$ cat src/hdl/rrbc_pkg.sv
// Shared types, codes and constants of the ROM/RAM bank controller.
`default_nettype none

package rrbc_pkg;

	localparam int MAX_ROM_BANKS = 128;
	localparam int MAX_RAM_BANKS = 4;

	// Result target codes.
	localparam logic [2:0] TGT_NONE    = 3'd0;
	localparam logic [2:0] TGT_BOOTROM = 3'd1;
	localparam logic [2:0] TGT_ROM     = 3'd2;
	localparam logic [2:0] TGT_RAM_RD  = 3'd3;
	localparam logic [2:0] TGT_RAM_WR  = 3'd4;
	localparam logic [2:0] TGT_FF      = 3'd5;
	localparam logic [2:0] TGT_ZERO    = 3'd6;

	localparam logic CMD_READ  = 1'b0;
	localparam logic CMD_WRITE = 1'b1;

	// Register indexes on the configuration port.
	localparam logic [1:0] REG_ROM_COUNT = 2'd0;
	localparam logic [1:0] REG_RAM_COUNT = 2'd1;
	localparam logic [1:0] REG_BOOT_EN   = 2'd2;

	// One dividend bit is taken into the remainder per step over the five bank bits.
	localparam logic [2:0] DIV_STEPS = 3'd5;

	typedef struct packed {
		logic        command;
		logic [15:0] bus_address;
		logic [7:0]  bus_data;
	} req_item_t;

	typedef struct packed {
		logic [2:0]  target;
		logic [20:0] mapped_address;
		logic [7:0]  write_data;
	} rsp_item_t;

	typedef struct packed {
		logic        we;
		logic [1:0]  index;
		logic [7:0]  wdata;
	} cfg_wr_t;

	typedef struct packed {
		logic latch_item;
		logic exec;
		logic div_start;
		logic div_step;
		logic div_done;
	} dp_cmd_t;

	typedef struct packed {
		logic bank_write;
	} dp_status_t;

endpackage

`default_nettype wire

$ cat src/hdl/rrbc_ctrl.sv
// Controller state machine: item acceptance, result slot and bank divide sequencing.
`default_nettype none

module rrbc_ctrl (
	input  wire logic                clk,
	input  wire logic                arst_n,
	input  wire logic                req_valid,
	output logic                     req_stall,
	output logic                     rsp_valid,
	input  wire logic                rsp_stall,
	input  wire rrbc_pkg::dp_status_t status,
	output rrbc_pkg::dp_cmd_t        cmd
);

	localparam logic [1:0] ST_IDLE = 2'd0;
	localparam logic [1:0] ST_EXEC = 2'd1;
	localparam logic [1:0] ST_DIV  = 2'd2;

	localparam logic [2:0] DIV_STEPS_M1 = rrbc_pkg::DIV_STEPS - 3'd1;

	logic [1:0] state_q, state_d;
	logic [2:0] count_q;
	logic       rsp_valid_q;
	logic       slot_free;

	assign slot_free = !rsp_valid_q || !rsp_stall;
	assign req_stall = (state_q != ST_IDLE);
	assign rsp_valid = rsp_valid_q;

	always_comb begin
		state_d = state_q;
		cmd = '0;
		unique case (state_q)
			ST_IDLE: begin
				if (req_valid) begin
					cmd.latch_item = 1'b1;
					state_d = ST_EXEC;
				end
			end
			ST_EXEC: begin
				if (slot_free) begin
					cmd.exec = 1'b1;
					if (status.bank_write) begin
						cmd.div_start = 1'b1;
						state_d = ST_DIV;
					end else begin
						state_d = ST_IDLE;
					end
				end
			end
			ST_DIV: begin
				cmd.div_step = 1'b1;
				if (count_q == DIV_STEPS_M1) begin
					cmd.div_done = 1'b1;
					state_d = ST_IDLE;
				end
			end
			default: begin
				state_d = ST_IDLE;
			end
		endcase
	end

	always_ff @(posedge clk or negedge arst_n) begin
		if (!arst_n) begin
			state_q <= ST_IDLE;
			count_q <= '0;
			rsp_valid_q <= 1'b0;
		end else begin
			state_q <= state_d;
			if (cmd.div_start) begin
				count_q <= '0;
			end else if (cmd.div_step) begin
				count_q <= count_q + 3'd1;
			end
			if (cmd.exec) begin
				rsp_valid_q <= 1'b1;
			end else if (!rsp_stall) begin
				rsp_valid_q <= 1'b0;
			end
		end
	end

endmodule

`default_nettype wire

$ cat src/hdl/rrbc_dp.sv
// Datapath: configuration and bank registers, address mapping, remainder unit, result register.
`default_nettype none

module rrbc_dp (
	input  wire logic                 clk,
	input  wire logic                 arst_n,
	input  wire rrbc_pkg::req_item_t  req,
	output rrbc_pkg::rsp_item_t       rsp,
	input  wire rrbc_pkg::cfg_wr_t    cfg,
	input  wire logic [1:0]           rd_index,
	output logic [31:0]               rd_data,
	input  wire rrbc_pkg::dp_cmd_t    cmd,
	output rrbc_pkg::dp_status_t      status
);

	logic [7:0] rom_count_q;
	logic [2:0] ram_count_q;
	logic       boot_en_q;

	logic [6:0] rom_bank_q;
	logic [1:0] ram_bank_q;
	logic       ram_en_q;
	logic       mode_q;

	rrbc_pkg::req_item_t item_q;
	rrbc_pkg::rsp_item_t rsp_q;
	rrbc_pkg::rsp_item_t result;

	logic [7:0] rom_eff;
	logic [2:0] ram_eff;
	logic [4:0] bank_sel;
	logic [4:0] div_bits_q;
	logic [6:0] rem_q;
	logic [7:0] rem_sh;
	logic [7:0] rem_next;
	logic [1:0] ram_mod;

	logic [15:0] a;
	logic        in_ram_win;

	assign a = item_q.bus_address;
	assign in_ram_win = (a[15:13] == 3'b101);

	always_comb begin
		if (rom_count_q < 8'd2) begin
			rom_eff = 8'd2;
		end else if (rom_count_q > 8'(rrbc_pkg::MAX_ROM_BANKS)) begin
			rom_eff = 8'(rrbc_pkg::MAX_ROM_BANKS);
		end else begin
			rom_eff = rom_count_q;
		end
		if (ram_count_q < 3'd1) begin
			ram_eff = 3'd1;
		end else if (ram_count_q > 3'(rrbc_pkg::MAX_RAM_BANKS)) begin
			ram_eff = 3'(rrbc_pkg::MAX_RAM_BANKS);
		end else begin
			ram_eff = ram_count_q;
		end
	end

	// Two-bit value reduced by a bank count of one to four.
	always_comb begin
		unique case (ram_eff)
			3'd1: ram_mod = 2'd0;
			3'd2: ram_mod = {1'b0, item_q.bus_data[0]};
			3'd3: ram_mod = (item_q.bus_data[1:0] == 2'd3) ? 2'd0 : item_q.bus_data[1:0];
			default: ram_mod = item_q.bus_data[1:0];
		endcase
	end

	assign bank_sel = (item_q.bus_data[4:0] == 5'd0) ? 5'd1 : item_q.bus_data[4:0];
	assign status.bank_write = (item_q.command == rrbc_pkg::CMD_WRITE) && (a[15:13] == 3'b001);

	// Restoring remainder step; the running remainder stays below the bank count.
	assign rem_sh = {rem_q, div_bits_q[4]};
	assign rem_next = (rem_sh >= rom_eff) ? (rem_sh - rom_eff) : rem_sh;

	always_comb begin
		result = '0;
		if (item_q.command == rrbc_pkg::CMD_READ) begin
			if (a <= 16'h00FF && boot_en_q) begin
				result.target = rrbc_pkg::TGT_BOOTROM;
				result.mapped_address = {5'd0, a};
			end else if (a[15:14] == 2'b00) begin
				result.target = rrbc_pkg::TGT_ROM;
				result.mapped_address = {5'd0, a};
			end else if (a[15:14] == 2'b01) begin
				result.target = rrbc_pkg::TGT_ROM;
				result.mapped_address = {rom_bank_q, a[13:0]};
			end else if (in_ram_win) begin
				if (ram_en_q) begin
					result.target = rrbc_pkg::TGT_RAM_RD;
					result.mapped_address = {6'd0, ram_bank_q, a[12:0]};
				end else begin
					result.target = rrbc_pkg::TGT_FF;
				end
			end else begin
				result.target = rrbc_pkg::TGT_ZERO;
			end
		end else if (in_ram_win && ram_en_q) begin
			result.target = rrbc_pkg::TGT_RAM_WR;
			result.mapped_address = {6'd0, ram_bank_q, a[12:0]};
			result.write_data = item_q.bus_data;
		end
	end

	always_ff @(posedge clk or negedge arst_n) begin
		if (!arst_n) begin
			rom_count_q <= 8'd2;
			ram_count_q <= 3'd1;
			boot_en_q <= 1'b1;
			rom_bank_q <= 7'd1;
			ram_bank_q <= 2'd0;
			ram_en_q <= 1'b0;
			mode_q <= 1'b0;
		end else begin
			if (cfg.we) begin
				unique case (cfg.index)
					rrbc_pkg::REG_ROM_COUNT: rom_count_q <= cfg.wdata;
					rrbc_pkg::REG_RAM_COUNT: ram_count_q <= cfg.wdata[2:0];
					rrbc_pkg::REG_BOOT_EN:   boot_en_q <= cfg.wdata[0];
					default: ;
				endcase
			end
			if (cmd.exec && item_q.command == rrbc_pkg::CMD_WRITE) begin
				unique case (a[15:13])
					3'b000: ram_en_q <= (item_q.bus_data[3:0] == 4'hA);
					3'b010: begin
						if (!mode_q) begin
							ram_bank_q <= ram_mod;
						end else begin
							rom_bank_q <= {item_q.bus_data[1:0], rom_bank_q[4:0]};
						end
					end
					3'b011: mode_q <= item_q.bus_data[0];
					default: ;
				endcase
			end
			if (cmd.div_done) begin
				rom_bank_q <= rem_next[6:0];
			end
		end
	end

	always_ff @(posedge clk) begin
		if (cmd.latch_item) begin
			item_q <= req;
		end
		if (cmd.exec) begin
			rsp_q <= result;
		end
		if (cmd.div_start) begin
			div_bits_q <= bank_sel;
			rem_q <= '0;
		end else if (cmd.div_step) begin
			div_bits_q <= {div_bits_q[3:0], 1'b0};
			rem_q <= rem_next[6:0];
		end
	end

	assign rsp = rsp_q;

	always_comb begin
		unique case (rd_index)
			rrbc_pkg::REG_ROM_COUNT: rd_data = {24'd0, rom_count_q};
			rrbc_pkg::REG_RAM_COUNT: rd_data = {29'd0, ram_count_q};
			rrbc_pkg::REG_BOOT_EN:   rd_data = {31'd0, boot_en_q};
			default:                 rd_data = 32'd0;
		endcase
	end

endmodule

`default_nettype wire

$ cat src/hdl/rom_ram_bank_controller_top.sv
// Top level of the ROM/RAM bank controller: channels, register port, controller and datapath.
//
//   channel  | signals                                  | direction
//   ---------+------------------------------------------+----------
//   req      | req_valid, req_stall, req                | in
//   rsp      | rsp_valid, rsp_stall, rsp                | out
//   apb      | psel penable pwrite paddr pwdata prdata  | register port
//
// An item is latched while the block is idle and its result is loaded into the
// output register once the output slot is free. A write to the low ROM bank
// register also runs the bank remainder unit, one bit per cycle over five bits,
// before the next item is taken. Reset leaves the bank registers at their
// initial values and the block ready at once. A stalled result holds the next item.
`default_nettype none

module rom_ram_bank_controller_top (
	input  wire logic                 clk,
	input  wire logic                 arst_n,
	input  wire logic                 req_valid,
	output logic                      req_stall,
	input  wire rrbc_pkg::req_item_t  req,
	output logic                      rsp_valid,
	input  wire logic                 rsp_stall,
	output rrbc_pkg::rsp_item_t       rsp,
	input  wire logic                 psel,
	input  wire logic                 penable,
	input  wire logic                 pwrite,
	input  wire logic [3:0]           paddr,
	input  wire logic [31:0]          pwdata,
	output logic [31:0]               prdata,
	output logic                      pready
);

	rrbc_pkg::dp_cmd_t    cmd;
	rrbc_pkg::dp_status_t status;
	rrbc_pkg::cfg_wr_t    cfg;

	assign pready = 1'b1;
	assign cfg = '{we: psel && penable && pwrite, index: paddr[3:2], wdata: pwdata[7:0]};

	rrbc_ctrl u_ctrl (
		.clk       (clk),
		.arst_n    (arst_n),
		.req_valid (req_valid),
		.req_stall (req_stall),
		.rsp_valid (rsp_valid),
		.rsp_stall (rsp_stall),
		.status    (status),
		.cmd       (cmd)
	);

	rrbc_dp u_dp (
		.clk      (clk),
		.arst_n   (arst_n),
		.req      (req),
		.rsp      (rsp),
		.cfg      (cfg),
		.rd_index (paddr[3:2]),
		.rd_data  (prdata),
		.cmd      (cmd),
		.status   (status)
	);

endmodule

`default_nettype wire

$ cat config.mk
export PLATFORM = sky130hd
export DESIGN_NAME = rom_ram_bank_controller_top
export DESIGN_NICKNAME = d
export VERILOG_FILES = /design/src/hdl/rrbc_pkg.sv /design/src/hdl/rrbc_ctrl.sv /design/src/hdl/rrbc_dp.sv /design/src/hdl/rom_ram_bank_controller_top.sv
export SDC_FILE = /design/constraint.sdc
export NUM_CORES = 1
export LEC_CHECK = 0
export BUFFER_PORTS_ARGS = -buffer_cell sky130_fd_sc_hd__buf_2
export CORE_MARGIN = 1.5
export CORE_UTILIZATION = 35
export CTS_BUF_LIST = sky130_fd_sc_hd__clkbuf_8
export CTS_CLUSTER_SIZE = 28
export DETAILED_ROUTE_END_ITERATION = 7
export GPL_TIMING_DRIVEN = 0
export HOLD_SLACK_MARGIN = 0.03
export SYNTH_ARGS = -nofsm -noshare
export SYNTH_HDL_FRONTEND = slang
export SYNTH_HIERARCHICAL = 1
export SYNTH_SLANG_ARGS = --single-unit
$ cat constraint.sdc
create_clock -name clk -period 4.6 [get_ports clk]
set_input_delay 0.92 -clock clk [delete_from_list [all_inputs] [get_ports clk]]
set_output_delay 0.92 -clock clk [all_outputs]
set_load 0.02 [all_outputs]
# Word level (Yosys, flattened, before mapping)
# Cells that the tools add are included.
# word_totals
register_bits	98
input_bits	68
out_inout_bits	67
wordCells	115
# classes
add_sub_neg	2
magnitude_cmp	6
n_eq_ne	19
n_mux	40
n_bitwise	1
reduce_logical	28
# ops
cell	n
$mux 24	4
$mux 7	5
$mux 32	1
$mux 15	2
$pmux 8 s3	1
$mux 3	6
$le 16x8->1 const B	1
$mux 2	8
$mux 8	2
$mux 5	3
$eq 3x2->1 const B	4
$pmux 2 s3	2
$reduce_and 2->1	6
$reduce_bool 2->1	5
$reduce_and 3->1	3
$ge 8x8->1	1
$gt 8x8->1 const B	1
$lt 8x2->1 const B	1
$sub 7x7->7	1
$eq 2x1->1 const B	3
$eq 2x2->1 const B	3
$eq 3x1->1 const B	2
$eq 3x3->1 const B	2
$logic_and 1x1->1	6
other kinds (13)	23

# Longest topological paths before layout
# logic_depth
word_depth	8
depth_mapped	11
ltp_nobuf	11

# Modules after synthesis
# Netlist, hierarchy kept.
# modules_own_cells
mod	instances	cells_per_inst	area_each_um2	seq_area_each_um2
rrbc_dp	1	332	4199.0	2582.5
rrbc_ctrl	1	34	331.6	150.1
rom_ram_bank_controller_top	1	3	17.5	0.0

# Worst setup path after synthesis
# No wires, ideal clock.
# synth_timing
path_type	in2reg
from	input port rsp_stall
to	register u_dp.rom_bank_q[5]
setup_time_ns	0.142
arrival_ns	3.717
required_time_ns	4.458
path_slack_ns	0.741
cell_stages	6
path_buffers	0
path_cell_list	a21oi_1 > nand4b_1 > nor3b_1 > nor2b_1 > a211oi_1 > a31oi_1
# synth_via
elab_chain_cells	7
# synth_rtl
element	line_no	text
from (decl)	rom_ram_bank_controller_top.sv:23	input wire logic rsp_stall,
$logic_not 1->1	rrbc_ctrl.sv:26	assign slot_free = !rsp_valid_q || !rsp_stall;
$logic_or 1x1->1	rrbc_ctrl.sv:26	
$mux 2	rrbc_ctrl.sv:41	if (slot_free) begin
$mux 2	rrbc_ctrl.sv:33	unique case (state_q)
$logic_and 1x1->1	rrbc_dp.sv:125	if (cmd.exec && item_q.command == rrbc_pkg::CMD_WRITE) begin
$reduce_bool 2->1 (no source line)	-	
$reduce_and 3->1 (no source line)	-	
to (signal assigned)	rrbc_dp.sv:132	rom_bank_q <= {item_q.bus_data[1:0], rom_bank_q[4:0]};
to (signal assigned)	rrbc_dp.sv:140	rom_bank_q <= rem_next[6:0];
to (decl)	rrbc_dp.sv:20	logic [6:0] rom_bank_q;
# No other way between the ends.
# A chain may end at the register's enable or synchronous reset.

# Worst setup path after layout
# layout_timing
from	register u_dp.rom_count_q[5]
to	register u_dp.rem_q[6]
# layout_via
elab_chain_cells	5
elab_cells_between_ends	7
classes_between	add/sub: 1; order compare: 3; mux: 3
# layout_rtl
element	line_no	text
from (decl)	rrbc_dp.sv:16	logic [7:0] rom_count_q;
from (signal assigned)	rrbc_dp.sv:119	rrbc_pkg::REG_ROM_COUNT: rom_count_q <= cfg.wdata;
$gt 8x8->1	rrbc_dp.sv:47	end else if (rom_count_q > 8'(rrbc_pkg::MAX_ROM_BANKS)) begin
$mux 8	rrbc_dp.sv:47	
$mux 8 (*)	rrbc_dp.sv:45	if (rom_count_q < 8'd2) begin
$sub 7x7->7 / $ge 8x8->1 (equally long branches)	rrbc_dp.sv:76	assign rem_next = (rem_sh >= rom_eff) ? (rem_sh - rom_eff) : rem_sh;
$mux 7 (*)	rrbc_dp.sv:76	
to (signal assigned)	rrbc_dp.sv:157	rem_q <= rem_next[6:0];
to (decl)	rrbc_dp.sv:33	logic [6:0] rem_q;
# Every way passes the cells marked *; elsewhere a longest branch is shown, timed or not.

==> results_dict.tcl <==
set metrics [dict create \
    status "finished clean" \
    fillers 1248 \
    synth-adder-area-share_pct 3.19 \
    synth_top_area_share_pct 40.9 \
    grt_pass1_vias 2866 \
    via_per_inst 4.56 \
    fin_skew_ns 0.0108 \
    yosys.area.top_type "edfxtp_1" \
    io_buffers 83 \
    worstSetupPathType "flop to flop" \
    synthMuxAreaShare_pct 6.19 \
    htree_levels 3 \
    syn_area_per_cell_um2 12.3 \
    slew_violations 0 \
    yosys_register_bits 98 \
    start_util_pct 35.9 \
    io_pins 135 \
    synth-seq-area-share_pct 60.1 \
    cts_resized 0 \
    min_period_over_period_pct 69.7 \
    netlist_top_cells_area "edfxtp_1, dfrtp_1, buf_4, mux2_1, dfxtp_1" \
    ant_nets 0 \
    synth_edf_count 62 \
    clock_sinks 98 \
    synth_warnings 6 \
    cts_buffers 9 \
    synth_top_family_by_area "simple AND/OR/NAND/NOR gates" \
    post_synth_xor_area_fraction_pct 0.963 \
    fin_util_pct 43.7 \
    rsz0062_at_grt "false" \
    rows 41 \
    endpoint_kind "flop" \
    dieHeight_um 117 \
    clock_latency_ns 0.36 \
    clkSlewWorstSetupHoldPaths_ns 0.09 \
    track_usage_pct 14.0 \
    vias 3033 \
    drt_iter0_drc 143 \
    ys_async_sr_fraction_pct 29.6 \
    syn2layout_area_growth_pct 21.7 \
    overflow 0 \
    core_area_um2 12700 \
    netlist-cell-type-count 62 \
    power_density_nw_per_um2 537 \
    post_route_cells_drive_above_1_share_pct 29.8 \
    critPathLaunchType "flop" \
    wirelength_mm 9.06 \
    dieArea_um2 13700 \
    fmax_ghz 0.312 \
    maxCapViolCount 0 \
    final_cell_mix "buf_2, edfxtp_1, buf_4, conb_1, dfrtp_1" \
    gp_routability_congestion 0.795 \
    yosys_most_used_dff "edfxtp_1" \
    die_x_um 117 \
    synth_cells 369 \
    dp_hpwl_mm 6.90 \
    dpl.cell_count 649 \
    worst_ep_arrival_time_ns 3.43 \
    cp.required_ns 4.83 \
    cts_tree "built" \
    cp_max_fo 4 \
    final_common_cell "buf_2" \
    drt-wirelength-per-cell_um 13.6 \
    holdWs_ns 0.482 \
    first_pass_iters 4 \
    worst_pin_slew_ns 0.736 \
    drc_errors 0 \
    grt_start_max_net_pins 30 \
    synth_area_um2 4550 \
    p_leak_nw 2.42 \
    hold_viol 0 \
    antenna_found_initial 0 \
    layout.nets 567 \
    layoutNonFillerInstCount 665 \
    max_slew_margin_pct 51.0 \
    vdd_drop_max_v 0.000164 \
    root_buffer "clkbuf_8" \
    diodes 0 \
    cts_max_path_buffers 2 \
    post_cts_buffers 0 \
    holdBufCountCts 0 \
    synth-simple-area-share_pct 14.7 \
    synth_compound_area_share_pct 8.23 \
    grt_pass1_wl_mm 14.3 \
    finalCriticalPeriod_ns 3.21 \
    min_path_type "flop to flop" \
    setup_viol 0 \
]
[worst max-delay path, cell delays in order, from the launching register on]
cell and delay [ns]:
dfrtp_1 0.42, or4_1 0.54, or3_1 0.33, and3_1 0.21, ha_1 0.19, inv_1 0.07
fa_1 0.21, a21oi_1 0.10, o2111ai_1 0.19, or4b_1 0.46, mux2i_1 0.24, a211oi_1 0.11
[final timing paths]
| kind | start | to | slack [ns] | depth (start not counted) |
|---|---|---|---|---|
| worst max-delay path | u_dp/rom_count_q[5] | u_dp/rem_q[6] | 1.39 | 11 |
| worst min-delay path | u_dp/rom_bank_q[0] | u_dp/rom_bank_q[0] | 0.48 | 2 |
| worst max register to register | u_dp/rom_count_q[5] | u_dp/rem_q[6] | 1.39 | 11 |
| worst min register to register | u_dp/rom_bank_q[0] | u_dp/rom_bank_q[0] | 0.48 | 2 |
| max in group asynchronous | arst_n | u_dp/ram_bank_q[1] | 3.51 | 1 |
| min in group asynchronous | arst_n | u_dp/rom_bank_q[3] | 0.62 | 1 |
[layout make-up]
class,count,area [µm²],area share [%]
inverter,15,56.3,1.02
buffer,35,236,4.27
tap,172,215,3.89
sequential,98,2730,49.4
clock inverter,6,82.6,1.49
timing repair buffer,85,450,8.14
clock buffer,10,138,2.49
multi-input combinational,244,1620,29.3
[synth_stat cells, types with 2 or more instances]
| master | n |
|---|---|
| edfxtp_1 | 62 |
| buf_4 | 25 |
| dfrtp_1 | 25 |
| nor2_1 | 24 |
| nand2_1 | 23 |
| nor2b_1 | 16 |
| a21oi_1 | 15 |
| mux2_1 | 13 |
| inv_1 | 12 |
| and2_1 | 10 |
| and3_1 | 10 |
| ha_1 | 10 |
| mux2i_1 | 9 |
| o21ai_1 | 8 |
| a211oi_1 | 7 |
| dfxtp_1 | 7 |
| clkbuf_1 | 6 |
| nand2b_1 | 5 |
| nor3_1 | 5 |
| a21o_1 | 4 |
| dfstp_2 | 4 |
| mux2_2 | 4 |
| nand3b_1 | 4 |
| nor3b_1 | 4 |
| xor2_1 | 4 |
| a31oi_1 | 3 |
| buf_2 | 3 |
| nor4_1 | 3 |
| o21ai_0 | 3 |
| a22o_1 | 2 |
| conb_1 | 2 |
| inv_2 | 2 |
| nand3_1 | 2 |
| o211ai_1 | 2 |
| o21a_1 | 2 |
| o31ai_1 | 2 |
| or3_1 | 2 |
[report_power, final]
| part | internal, W | switching (W) |
|---|---|---|
| logic | 0.000414 | 0.000644 |
| clock network | 0.000318 | 0.000276 |
| registers | 0.00118 | 0.000136 |
[flip-flops by register name, indices dropped and copies added, names as in the netlist, 2 cells and up]
signal / flops
u_dp/rom_count_q: 8
u_dp/ram_bank_q: 2
u_dp/ram_count_q: 3
u_dp/rsp: 32
u_ctrl/count_q: 3
u_ctrl/state_q: 2
u_dp/item_q: 9
u_dp/a: 16
u_dp/rem_q: 7
u_dp/div_bits_q: 5
u_dp/rom_bank_q: 7
[through the flow]
step                TNS [ns]  instance area, µm²  worst slack [ns]  power (W)
floorplan                  0                4630             0.741    0.00208
global placement      -0.896                5270            -0.396    0.00234
detailed placement         0                5310              1.43    0.00240
CTS                        0                5530              1.40    0.00300
global route               0                5530              1.16    0.00319
finish                     0                5530              1.39    0.00297
[kinds of logic (layout without fill, tap and decap cells)]
family / Yosys count / count (layout)
DFF: 98 / 98
xor gates and xnor gates: 5 / 5
muxes: 26 / 26
adders and majority gates: 11 / 11
buffers and inverters: 50 / 151
AOI/OAI and AO/OA: 56 / 56
and+or+nand+nor: 121 / 121
other: 2 / 25
[metal layers]
layer  track usage, %  share of wire [%]  up-vias  wire length (µm)
met5                0                  0        -                 0
met4             5.06               0.54        0                49
met3             3.19                3.8        2               341
met2             22.6                 48       76              4340
met1             18.5                 48     1438              4320
li1                 -                  -     1517                 -
No activity file was read; power rests on OpenSTA's default activity.
